`config.mk`:
```
export PLATFORM = sky130hd
export DESIGN_NAME = error_code_pulse_serializer
export DESIGN_NICKNAME = d
export VERILOG_FILES = /design/src/ecps_pkg.sv /design/src/error_code_pulse_serializer.sv /design/src/ecps_core.sv /design/src/ecps_skid.sv
export SDC_FILE = /design/constraint.sdc
export NUM_CORES = 1
export LEC_CHECK = 0
export BUFFER_PORTS_ARGS = -buffer_cell sky130_fd_sc_hd__buf_2
export CAP_MARGIN = 20
export CORE_MARGIN = 2
export CORE_UTILIZATION = 50
export DETAILED_ROUTE_END_ITERATION = 16
export HOLD_SLACK_MARGIN = 0.12
export PLACE_DENSITY = 0.75
export SLEW_MARGIN = 20
export SYNTH_ARGS = -nofsm -noshare
export SYNTH_HDL_FRONTEND = slang
export SYNTH_HIERARCHICAL = 1
export SYNTH_SLANG_ARGS = --single-unit
```
`constraint.sdc`:
```
create_clock -name clk_i -period 7.15 [get_ports clk_i]
set_input_delay 0.715 -clock clk_i [delete_from_list [all_inputs] [get_ports clk_i]]
set_output_delay 0.715 -clock clk_i [all_outputs]
set_load 0.02 [all_outputs]
```
`src/ecps_pkg.sv`:
```
// Shared constants and types of the error code pulse serializer.
// Depends on nothing; imported by every module of the block.
package ecps_pkg;

  // Code and field widths.
  localparam int CODE_BITS = 16;
  localparam int BIT_W     = $clog2(CODE_BITS);
  localparam int DUR_W     = 10;
  localparam int RPT_W     = 4;
  localparam int CFG_W     = 10;
  localparam int CFG_IDX_W = 3;

  // Bit positions that end a half frame and a whole frame.
  localparam logic [BIT_W-1:0] BIT_LAST     = BIT_W'(CODE_BITS - 1);
  localparam logic [BIT_W-1:0] BIT_HALF_END = BIT_W'(CODE_BITS / 2 - 1);

  // Register indexes of the configuration port.
  localparam logic [CFG_IDX_W-1:0] REG_MARK       = 3'd0;
  localparam logic [CFG_IDX_W-1:0] REG_SPACE      = 3'd1;
  localparam logic [CFG_IDX_W-1:0] REG_BIT        = 3'd2;
  localparam logic [CFG_IDX_W-1:0] REG_HALF_PAUSE = 3'd3;
  localparam logic [CFG_IDX_W-1:0] REG_FRAME_GAP  = 3'd4;
  localparam logic [CFG_IDX_W-1:0] REG_REPEAT     = 3'd5;

  // Register reset values.
  localparam logic [DUR_W-1:0] MARK_RST       = 10'd10;
  localparam logic [DUR_W-1:0] SPACE_RST      = 10'd10;
  localparam logic [DUR_W-1:0] BIT_RST        = 10'd80;
  localparam logic [DUR_W-1:0] HALF_PAUSE_RST = 10'd200;
  localparam logic [DUR_W-1:0] FRAME_GAP_RST  = 10'd800;
  localparam logic [RPT_W-1:0] REPEAT_RST     = 4'd3;

  // Phase codes of the pulse sequencer.
  localparam logic [2:0] PH_IDLE  = 3'd0;
  localparam logic [2:0] PH_MARK  = 3'd1;
  localparam logic [2:0] PH_SPACE = 3'd2;
  localparam logic [2:0] PH_DATA  = 3'd3;
  localparam logic [2:0] PH_HALF  = 3'd4;
  localparam logic [2:0] PH_GAP   = 3'd5;

  // Input command codes.
  localparam logic CMD_TICK  = 1'b0;
  localparam logic CMD_START = 1'b1;

  // One result item.
  typedef struct packed {
    logic pin_level;
    logic busy_res;
  } res_t;

endpackage

```
`src/error_code_pulse_serializer.sv`:
```
// Top level of the error code pulse serializer: sequencer plus output buffer.
// Depends on ecps_pkg, ecps_core and ecps_skid.
//
//   channel  | handshake                 | payload
//   ---------+---------------------------+-------------------------
//   input    | in_valid_i / in_stall_o   | cmd_i, code_i
//   result   | out_valid_o / out_stall_i | pin_level_o, busy_res_o
//   config   | cfg_we_i                  | cfg_index_i, cfg_data_i
//
// Each item yields a registered result; one item per cycle unless the input stalls.
// The sequencer updates in the cycle of the transfer.
// Reset loads the register defaults and leaves the sequencer idle, no result offered.
// A stalled result is parked in a skid stage; the input stalls only while it is full.
module error_code_pulse_serializer
  import ecps_pkg::*;
(
  input  logic                 clk_i,
  input  logic                 rst_ni,
  input  logic                 cfg_we_i,
  input  logic [CFG_IDX_W-1:0] cfg_index_i,
  input  logic [CFG_W-1:0]     cfg_data_i,
  input  logic                 in_valid_i,
  output logic                 in_stall_o,
  input  logic                 cmd_i,
  input  logic [CODE_BITS-1:0] code_i,
  output logic                 out_valid_o,
  input  logic                 out_stall_i,
  output logic                 pin_level_o,
  output logic                 busy_res_o
);

  logic accept;
  logic skid_full;
  res_t res, out_res;

  // An input transfer completes whenever the skid stage has room.
  assign accept     = in_valid_i && !skid_full;
  assign in_stall_o = skid_full;

  ecps_core u_core (
    .clk_i       (clk_i),
    .rst_ni      (rst_ni),
    .cfg_we_i    (cfg_we_i),
    .cfg_index_i (cfg_index_i),
    .cfg_data_i  (cfg_data_i),
    .accept_i    (accept),
    .cmd_i       (cmd_i),
    .code_i      (code_i),
    .res_o       (res)
  );

  ecps_skid u_skid (
    .clk_i       (clk_i),
    .rst_ni      (rst_ni),
    .push_i      (accept),
    .push_data_i (res),
    .out_stall_i (out_stall_i),
    .out_valid_o (out_valid_o),
    .out_data_o  (out_res),
    .full_o      (skid_full)
  );

  assign pin_level_o = out_res.pin_level;
  assign busy_res_o  = out_res.busy_res;

endmodule

```
`src/ecps_core.sv`:
```
// Pulse sequencer and configuration registers of the error code pulse serializer.
// Depends on ecps_pkg; updates its state on each accepted transfer.
module ecps_core
  import ecps_pkg::*;
(
  input  logic                 clk_i,
  input  logic                 rst_ni,
  input  logic                 cfg_we_i,
  input  logic [CFG_IDX_W-1:0] cfg_index_i,
  input  logic [CFG_W-1:0]     cfg_data_i,
  input  logic                 accept_i,
  input  logic                 cmd_i,
  input  logic [CODE_BITS-1:0] code_i,
  output res_t                 res_o
);

  // A zero duration still lasts one tick.
  function automatic logic [DUR_W-1:0] dur_load(input logic [DUR_W-1:0] t);
    return (t == '0) ? DUR_W'(1) : t;
  endfunction

  logic [DUR_W-1:0]     mark_q, space_q, bit_q, half_q, gap_q;
  logic [RPT_W-1:0]     repeat_q;
  logic [2:0]           phase_q, phase_d;
  logic [DUR_W-1:0]     ticks_q, ticks_d;
  logic [BIT_W-1:0]     bit_pos_q, bit_pos_d;
  logic [RPT_W-1:0]     frames_q, frames_d;
  logic [RPT_W-1:0]     frames_dec;
  logic [CODE_BITS-1:0] code_q, code_d;
  logic                 level_cur;

  // Configuration registers.
  always_ff @(posedge clk_i or negedge rst_ni) begin
    if (!rst_ni) begin
      mark_q   <= MARK_RST;
      space_q  <= SPACE_RST;
      bit_q    <= BIT_RST;
      half_q   <= HALF_PAUSE_RST;
      gap_q    <= FRAME_GAP_RST;
      repeat_q <= REPEAT_RST;
    end else if (cfg_we_i) begin
      case (cfg_index_i)
        REG_MARK:       mark_q   <= cfg_data_i[DUR_W-1:0];
        REG_SPACE:      space_q  <= cfg_data_i[DUR_W-1:0];
        REG_BIT:        bit_q    <= cfg_data_i[DUR_W-1:0];
        REG_HALF_PAUSE: half_q   <= cfg_data_i[DUR_W-1:0];
        REG_FRAME_GAP:  gap_q    <= cfg_data_i[DUR_W-1:0];
        REG_REPEAT:     repeat_q <= cfg_data_i[RPT_W-1:0];
        default: ;
      endcase
    end
  end

  // Pin level shown by the current phase.
  always_comb begin
    case (phase_q)
      PH_MARK: level_cur = 1'b1;
      PH_DATA: level_cur = code_q[BIT_LAST - bit_pos_q];
      default: level_cur = 1'b0;
    endcase
  end

  // Result of the transfer: a start seen while idle shows the first mark at once.
  always_comb begin
    if (cmd_i == CMD_START) begin
      res_o.pin_level = (phase_q == PH_IDLE) ? 1'b1 : level_cur;
      res_o.busy_res  = 1'b1;
    end else begin
      res_o.pin_level = level_cur;
      res_o.busy_res  = (phase_q != PH_IDLE);
    end
  end

  assign frames_dec = (frames_q != '0) ? frames_q - RPT_W'(1) : frames_q;

  // Next state: a start while idle loads the frame, a tick counts down and steps the phase.
  always_comb begin
    phase_d   = phase_q;
    ticks_d   = ticks_q;
    bit_pos_d = bit_pos_q;
    frames_d  = frames_q;
    code_d    = code_q;
    if (accept_i && cmd_i == CMD_START) begin
      if (phase_q == PH_IDLE) begin
        code_d    = code_i;
        bit_pos_d = '0;
        frames_d  = (repeat_q == '0) ? RPT_W'(1) : repeat_q;
        phase_d   = PH_MARK;
        ticks_d   = dur_load(mark_q);
      end
    end else if (accept_i && phase_q != PH_IDLE) begin
      if (ticks_q > DUR_W'(1)) begin
        ticks_d = ticks_q - DUR_W'(1);
      end else begin
        case (phase_q)
          PH_MARK: begin
            phase_d = PH_SPACE;
            ticks_d = dur_load(space_q);
          end
          PH_SPACE: begin
            phase_d = PH_DATA;
            ticks_d = dur_load(bit_q);
          end
          PH_DATA: begin
            if (bit_pos_q == BIT_LAST) begin
              bit_pos_d = '0;
              phase_d   = PH_GAP;
              ticks_d   = dur_load(gap_q);
            end else if (bit_pos_q == BIT_HALF_END) begin
              bit_pos_d = bit_pos_q + BIT_W'(1);
              phase_d   = PH_HALF;
              ticks_d   = dur_load(half_q);
            end else begin
              bit_pos_d = bit_pos_q + BIT_W'(1);
              phase_d   = PH_MARK;
              ticks_d   = dur_load(mark_q);
            end
          end
          PH_HALF: begin
            phase_d = PH_MARK;
            ticks_d = dur_load(mark_q);
          end
          PH_GAP: begin
            frames_d  = frames_dec;
            bit_pos_d = '0;
            if (frames_dec != '0) begin
              phase_d = PH_MARK;
              ticks_d = dur_load(mark_q);
            end else begin
              phase_d = PH_IDLE;
              ticks_d = '0;
            end
          end
          default: begin
            phase_d = PH_IDLE;
            ticks_d = '0;
          end
        endcase
      end
    end
  end

  // Sequencer state registers.
  always_ff @(posedge clk_i or negedge rst_ni) begin
    if (!rst_ni) begin
      phase_q   <= PH_IDLE;
      ticks_q   <= '0;
      bit_pos_q <= '0;
      frames_q  <= '0;
      code_q    <= '0;
    end else begin
      phase_q   <= phase_d;
      ticks_q   <= ticks_d;
      bit_pos_q <= bit_pos_d;
      frames_q  <= frames_d;
      code_q    <= code_d;
    end
  end

endmodule

```
`src/ecps_skid.sv`:
```
// Output register with a skid stage for the result channel.
// Depends on ecps_pkg; holds up to two results so the input side keeps moving.
module ecps_skid
  import ecps_pkg::*;
(
  input  logic clk_i,
  input  logic rst_ni,
  input  logic push_i,
  input  res_t push_data_i,
  input  logic out_stall_i,
  output logic out_valid_o,
  output res_t out_data_o,
  output logic full_o
);

  logic out_valid_q, skid_valid_q;
  res_t out_data_q, skid_data_q;
  logic out_free;

  // The output register can load when empty or when its result leaves now.
  assign out_free = !out_valid_q || !out_stall_i;

  // Valid flags.
  always_ff @(posedge clk_i or negedge rst_ni) begin
    if (!rst_ni) begin
      out_valid_q  <= 1'b0;
      skid_valid_q <= 1'b0;
    end else if (out_free) begin
      if (skid_valid_q) begin
        out_valid_q  <= 1'b1;
        skid_valid_q <= 1'b0;
      end else begin
        out_valid_q <= push_i;
      end
    end else if (push_i) begin
      skid_valid_q <= 1'b1;
    end
  end

  // Payload registers follow the valid flags.
  always_ff @(posedge clk_i) begin
    if (out_free) begin
      out_data_q <= skid_valid_q ? skid_data_q : push_data_i;
    end else if (push_i) begin
      skid_data_q <= push_data_i;
    end
  end

  assign out_valid_o = out_valid_q;
  assign out_data_o  = out_data_q;
  assign full_o      = skid_valid_q;

endmodule

```
==> results of run 1 <==
[power by group through the flow]
stage / combinational (W) / clock, W / sequential [W]
after floorplan: 0.000430 / 0 / 0.000808
after global placement: 0.000473 / 0 / 0.000873
after detailed placement: 0.000488 / 0 / 0.000883
after CTS: 0.000494 / 0.000410 / 0.000872
after global routing: 0.000551 / 0.000432 / 0.000898
final: 0.000496 / 0.000401 / 0.000877
[how the worst min path moves through the flow]
stage                          endpoint  depth (start not counted)
floorplan           u_core/bit_pos_q[0]                          0
global placement       u_core/code_q[0]                          1
detailed placement    u_core/code_q[12]                          1
CTS                   u_core/code_q[12]                          1
global route           u_core/code_q[5]                          1
finish                 u_core/code_q[3]                          1
[state kept, by name, summed over array words and instances (netlist names)]
register and count:
u_skid/out_data_o 2, u_skid/out_valid_o 1, u_core/phase_q 3, u_core/mark_q 10, u_skid/full_o 1, u_core/bit_pos_q 4, u_core/half_q 10, u_core/bit_q 10
u_core/gap_q 10, u_skid/skid_data_q 2, u_core/frames_q 4, u_core/code_q 16, u_core/ticks_q 10, u_core/repeat_q 4, u_core/space_q 10
[final cells by class]
| cell class | instances | share of cell area |
|---|---|---|
| clock buffers | 10 | 0.0247 |
| clock inverters | 6 | 0.0164 |
| inverters | 9 | 0.00605 |
| multi-input cells | 321 | 0.439 |
| flip-flops and latches | 97 | 0.442 |
| well taps | 136 | 0.0305 |
| repair buffers | 43 | 0.0424 |
[cells in the mapped netlist, drive strengths merged (4+ instances only)]
library cell | instances | area [um^2]
a21oi | 31 | 155
a222oi | 4 | 40.0
a22o | 4 | 35.0
a31oi | 4 | 25.0
and3 | 4 | 25.0
buf | 13 | 93.8
clkbuf | 18 | 98.8
dfrtp | 79 | 1980
dfstp | 14 | 368
edfxtp | 4 | 120
ha | 4 | 50.1
inv | 9 | 33.8
mux2 | 70 | 788
mux2i | 10 | 100
mux4 | 5 | 113
nand2 | 29 | 109
nand2b | 5 | 31.3
nor2 | 24 | 97.6
nor2b | 9 | 63.8
nor3 | 10 | 50.1
nor4 | 11 | 68.8
o211ai | 5 | 37.5
o21ai | 25 | 129
o221ai | 5 | 43.8
o22ai | 7 | 43.8
xnor2 | 4 | 35.0
[layer usage]
| layer | part of all wire | up-vias | track usage | wire, um |
|---|---|---|---|---|
| li1 | - | 1755 | - | - |
| met1 | 0.44 | 1860 | 0.310 | 5100 |
| met2 | 0.47 | 151 | 0.344 | 5420 |
| met3 | 0.064 | 21 | 0.0303 | 735 |
| met4 | 0.024 | 0 | 0.0962 | 279 |
| met5 | 0 | - | 0 | 0 |
[stage by stage]
step                      cell area, um^2  hold slack [ps]  cells
after floorplan                      5140              419    458
after global placement               5340              483    605
after detailed placement             5340              491    605
after CTS                            5580              511    622
after global routing                 5580              523    622
final                                5580              510    622
[cells by family after synthesis]
logic type / share of synthesized area
xor gates and xnor gates: 0.00852
adders and majority gates: 0.00974
DFF: 0.480
and+or+nand+nor: 0.119
buffers and inverters: 0.0441
AOI/OAI and AO/OA: 0.144
muxes: 0.195
==> run_results.csv, run 1 <==
group,metric,value,unit
run_status,status,"completed",
setup_path,cp_max_fo,22,
die,core_area,10100,um^2
clocking,path_clk_slew,90,ps
synth,ys_seq_elements,97,
setup_path,worstSetupPathType,"reg -> reg",
clocking,numClockSinks,97,
drt,remaining_drc_errors,0,
layout,layout_common_cells,"79 x dfrtp_1, 70 x mux2_2, 37 x buf_2",
grt,grt-ovfl-total,0,
hold_path,min_path_type,"reg -> reg",
grt,grt_usage,0.221,
die,start_util,0.507,
pwr,powerDensity,318,nW/um^2
pwr,seq_power_share,0.494,
die,die_x,105,um
synth,seq_area_frac_synth,0.480,
synth,synth.cell_area,5140,um^2
pwr,p_comb_frac,0.280,
sta,finalMaxSlewViolations,0,
grt,grt_pass1_vias,3704,
setup_path,r2r_start,"u_core/phase_q[0]",
drt,wire_per_inst,18.6,um
pwr,p_clk_frac,0.226,
clocking,post_cts.repair.setup_buffers,0,
layout,synthToLayoutAreaGrowth,8.62,%
clocking,cts.path.max_buffers,2,
setup_path,path_cells,"or4_1 -> and3_1 -> nand2_1 -> mux2_2",
clocking,hold_buffers,1,
synth,synth_ff_type,"dfrtp_1",
setup_path,crit_path_end,"u_core/code_q[9]",
layout,final_nets,520,
synth,yosys_warnings,6,
setup_path,max_stage_delay,760,ps
setup_path,worstPathArrival,3220,ps
grt,grt_max_degree,93,
synth,synth_nets,497,
setup_path,critical-path-slowest-cell,"nand2_1",
pwr,vdd_drop_max,0.190,mV
layout,fin_util,0.551,
sta,hold_viol,0,
clocking,cts-buffers-inserted,9,
drt,detail_route.first_pass.iterations,7,
pwr,p_sw_frac,0.336,
sta,rsz0062_at_grt,"false",
synth,syn_avg_cell_area,11.2,um^2
pwr,finalPower,0.00177,W
layout,register_area,2460,um^2
drt,vias_per_cell,6.09,
setup_path,reg2reg_to,"u_core/code_q[9]",
placement,dp_hpwl,8.19,mm
hold_path,min_from,"u_core/code_q[3]",
sta,min_period,2960,ps
die,num_rows,37,
die,ios,39,
job,drv_cap,0,
placement,dp_slack,4130,ps
placement,gp_congestion,0.910,
clocking,post_cts_resized,0,
clocking,clk_latency,380,ps
sta,max_freq,0.338,GHz
setup_path,r2r.worst_path.cells,4,
setup_path,cp-end-kind,"flip-flop",
clocking,cts_root_buffer,"clkbuf_8",
drt,vias,3787,
clocking,cts.htree.levels,3,
clocking,cts_tree,"done",
setup_path,cp-startpoint,"u_core/phase_q[0]",
sta,worstMarginPinSlew,996,ps
layout,num_antenna_cells,0,
synth,synth_cell_type_count,64,
grt,grt_first_pass_wirelength,19.3,mm
layout,drive_gt1_frac,0.323,
drt,drtIter0Drc,492,
pwr,internal_power,0.00118,W
setup_path,start_kind,"flip-flop",
sta,fin_skew,11.3,ps
setup_path,required,7410,ps
pwr,power_leakage,2.25,nW
sta,min_period_over_period,0.414,
sta,setup_ws,4190,ps
setup_path,cp_top_family,"simple AND/OR/NAND/NOR gates",
layout,final_common_cell,"dfrtp_1",
sta,tns,0,ps
grt,grt_antenna_before_repair,0,
sta,maxSlewHeadroom,0.334,
placement,port_buffers,38,
synth,async_reset_ff_frac,0.959,
synth,netlist_instances,458,
setup_path,reg2reg_slack,4190,ps
die,die_area,11100,um^2
layout,multi_input_area,2450,um^2
setup_path,cp.buffers_inverters,0,
synth,synth_enable_flop_cells,4,
layout,fill_cells,846,
pwr,p_sw,0.000596,W
die,dieHeight,105,um
drt,ant_nets,0,
setup_path,cp.depth,4,
sta,setup_violations,0,
drt,drt-total-wl,11.5,mm
No activity file was read; power rests on OpenSTA's default activity.
==> run 2: changes to the inputs <==
--- a/config.mk
+++ b/config.mk
@@ -5,13 +5,14 @@
 export SDC_FILE = /design/constraint.sdc
 export NUM_CORES = 1
 export LEC_CHECK = 0
+export ABC_AREA = 1
 export BUFFER_PORTS_ARGS = -buffer_cell sky130_fd_sc_hd__buf_2
 export CAP_MARGIN = 20
 export CORE_MARGIN = 2
 export CORE_UTILIZATION = 50
 export DETAILED_ROUTE_END_ITERATION = 16
 export HOLD_SLACK_MARGIN = 0.12
-export PLACE_DENSITY = 0.75
+export PLACE_DENSITY = 0.78
 export SLEW_MARGIN = 20
 export SYNTH_ARGS = -nofsm -noshare
 export SYNTH_HDL_FRONTEND = slang
==> constraint.sdc (replaced) <==
create_clock -name clk_i -period 2.6 [get_ports clk_i]
set_input_delay 0.26 -clock clk_i [delete_from_list [all_inputs] [get_ports clk_i]]
set_output_delay 0.26 -clock clk_i [all_outputs]
set_load 0.02 [all_outputs]
==> run 2 against run 1 <==
  * Cell count grew 38%
  * Core utilization is 2.7 points higher
  * Fmax is 39% higher
  * Die area increased by 1.5%
  * Flip-flop and latch count stayed put
  * Synthesized cell count increased by 45%
  * Clock skew increased by 5.3 ps
  * Highest routed layer unchanged
==> run_results.csv, run 2 <==
group,metric,value,unit
setup_path,start_kind,"flip-flop",
placement,gp_congestion,0.935,
die,core_area,10200,um^2
die,die_area,11300,um^2
synth,syn_avg_cell_area,7.86,um^2
pwr,finalPower,0.00545,W
sta,worstMarginPinSlew,658,ps
synth,yosysMostFrequentCell,"nand2_1",
synth,synth_top_area_cell,"dfrtp_1",
layout,final_common_cell,"nand2_1",
layout,fill_cells,922,
clocking,cts.htree.levels,3,
setup_path,reg2reg_slack,460,ps
placement,post-place-cells,823,
grt,grt_antenna_before_repair,0,
sta,hold_viol,0,
job,drv_cap,0,
layout,largest_reg_flops,16,
sta,rsz0062_at_grt,"false",
hold_path,min_path_type,"in -> reg",
synth,ys_top_cells_by_area,"dfrtp_1 38%, nand2_1 12%, o21ai_0 8.4%, dfstp_2 7.0%, nor2_1 6.6%",
layout,drive_gt1_frac,0.167,
placement,port_buffers,38,
die,start_util,0.510,
pwr,power_leakage,2.86,nW
die,die_x,106,um
sta,maxSlewHeadroom,0.560,
drt,remaining_drc_errors,0,
die,ios,39,
layout,final_nets,754,
drt,ant_nets,0,
sta,max_freq,0.468,GHz
clocking,post_cts.repair.setup_buffers,0,
setup_path,worstSetupPathType,"reg -> reg",
setup_path,r2r.worst_path.cells,10,
synth,synth_cell_type_count,43,
grt,grt-ovfl-total,0,
layout,layout_common_cells,"163 x nand2_1, 92 x nor2_1, 88 x o21ai_0",
layout,fin_util,0.577,
setup_path,worstPathArrival,2390,ps
synth,yosys_warnings,6,
clocking,cts-buffers-inserted,9,
die,dieHeight,106,um
drt,detail_route.first_pass.iterations,5,
pwr,vdd_drop_max,0.378,mV
synth,seq_area_frac_synth,0.472,
synth,synth_common_cells,"163 x nand2_1, 92 x nor2_1, 88 x o21ai_0",
layout,final_cells,856,
setup_path,r2r_start,"u_skid/full_o",
setup_path,cp-startpoint,"u_skid/full_o",
drt,wire_per_inst,15.0,um
sta,setup_violations,0,
synth,synth_top_area_share,0.379,
clocking,numClockSinks,97,
die,num_rows,37,
synth,synth_nets,703,
setup_path,required,2850,ps
run_status,status,"completed",
sta,fin_skew,16.6,ps
sta,setup_ws,463,ps
synth,netlist_instances,664,
grt,grt_first_pass_wirelength,21.4,mm
clocking,cts_root_buffer,"clkbuf_8",
synth,synth.cell_area,5220,um^2
layout,synthToLayoutAreaGrowth,13.2,%
sta,min_period,2140,ps
drt,vias,4721,
sta,tns,0,ps
layout,largest_register,"u_core/code_q",
clocking,clk_latency,380,ps
layout,num_antenna_cells,0,
sta,min_period_over_period,0.822,
synth,synth_enable_flop_cells,4,
placement,dp_hpwl,9.34,mm
grt,grt_usage,0.239,
setup_path,cp_max_fo,18,
pwr,powerDensity,922,nW/um^2
setup_path,reg2reg_to,"u_core/bit_pos_q[2]",
setup_path,crit_path_end,"u_core/bit_pos_q[2]",
synth,async_reset_ff_frac,0.959,
synth,ys_seq_elements,97,
grt,grt_max_degree,54,
setup_path,cp-end-kind,"flip-flop",
clocking,path_clk_slew,100,ps
sta,finalMaxSlewViolations,0,
placement,dp_slack,497,ps
drt,drtIter0Drc,447,
drt,drt-total-wl,12.8,mm
drt,vias_per_cell,5.52,
synth,synth_ff_type,"dfrtp_1",
clocking,cts_tree,"done",
clocking,cts.path.max_buffers,2,
grt,grt_pass1_vias,4556,
run 2: area by class of cell:
type / count / area, um^2 / area share
clock buffer: 10 / 138 / 0.0233
clock inverter: 6 / 57.6 / 0.00974
inverter: 63 / 240 / 0.0407
multi-input combinational: 487 / 2450 / 0.414
sequential: 97 / 2460 / 0.417
tap: 136 / 170 / 0.0288
timing repair buffer: 57 / 390 / 0.0661
run 2: report_power, final:
| part | switching (W) | internal [W] |
|---|---|---|
| clock network | 0.000568 | 0.000396 |
| logic | 0.00127 | 0.000793 |
| registers | 0.000428 | 0.00199 |
| total | 0.00227 | 0.00318 |
run 2: timing repair:
| action | 4_1_cts | 5_1_grt |
|---|---|---|
| hold buffers | 16 | 1 |
| endpoints found under the hold margin | 53 | 1 |
| gates resized for setup | 0 | 0 |
run 2: cell families after synthesis:
group / count (synthesis) / synth area share
compound gates: 141 / 0.150
xor+xnor: 4 / 0.00671
fa+ha+maj: 4 / 0.00959
buf+inv: 80 / 0.0590
flops: 97 / 0.472
mux: 16 / 0.0345
simple gates: 322 / 0.268
run 2: metrics by stage:
stage | hold WS, ps | cell area [um^2]
finish | 205 | 5910
global route | 209 | 5910
CTS | 122 | 5900
detailed placement | 296 | 5540
global placement | 284 | 5540
floorplan | -35.6 | 5220
run 2: routing by layer:
metal / routed length, um / vias up / GRT usage / part of all wire
li1: - / 2273 / - / -
met1: 5650 / 2254 / 0.316 / 0.44
met2: 6130 / 171 / 0.398 / 0.48
met3: 827 / 23 / 0.0448 / 0.065
met4: 209 / 0 / 0.0761 / 0.016
met5: 0 / - / 0 / 0
run 2: critical path: stages (launching register included):
cell      delay, ps
dfrtp_1         440
nor2_2          230
nand2_4         180
clkinv_2        180
nand2_4         180
nand2_4         170
inv_4           100
nor2_8          200
o21ai_4         130
a21oi_2         140
a21oi_2          40
run 2: worst min path at each step:
stage | start | end | slack, ps | cells past startpoint
final | cfg_data_i[6] | u_core/half_q[6] | 210 | 3
after global routing | cfg_data_i[6] | u_core/bit_q[6] | 210 | 3
after CTS | code_i[2] | u_core/code_q[2] | 120 | 2
after detailed placement | rst_ni | u_core/repeat_q[2] | 300 | 1
after global placement | rst_ni | u_core/half_q[1] | 280 | 1
after floorplan | rst_ni | u_core/bit_pos_q[0] | -40 | 0
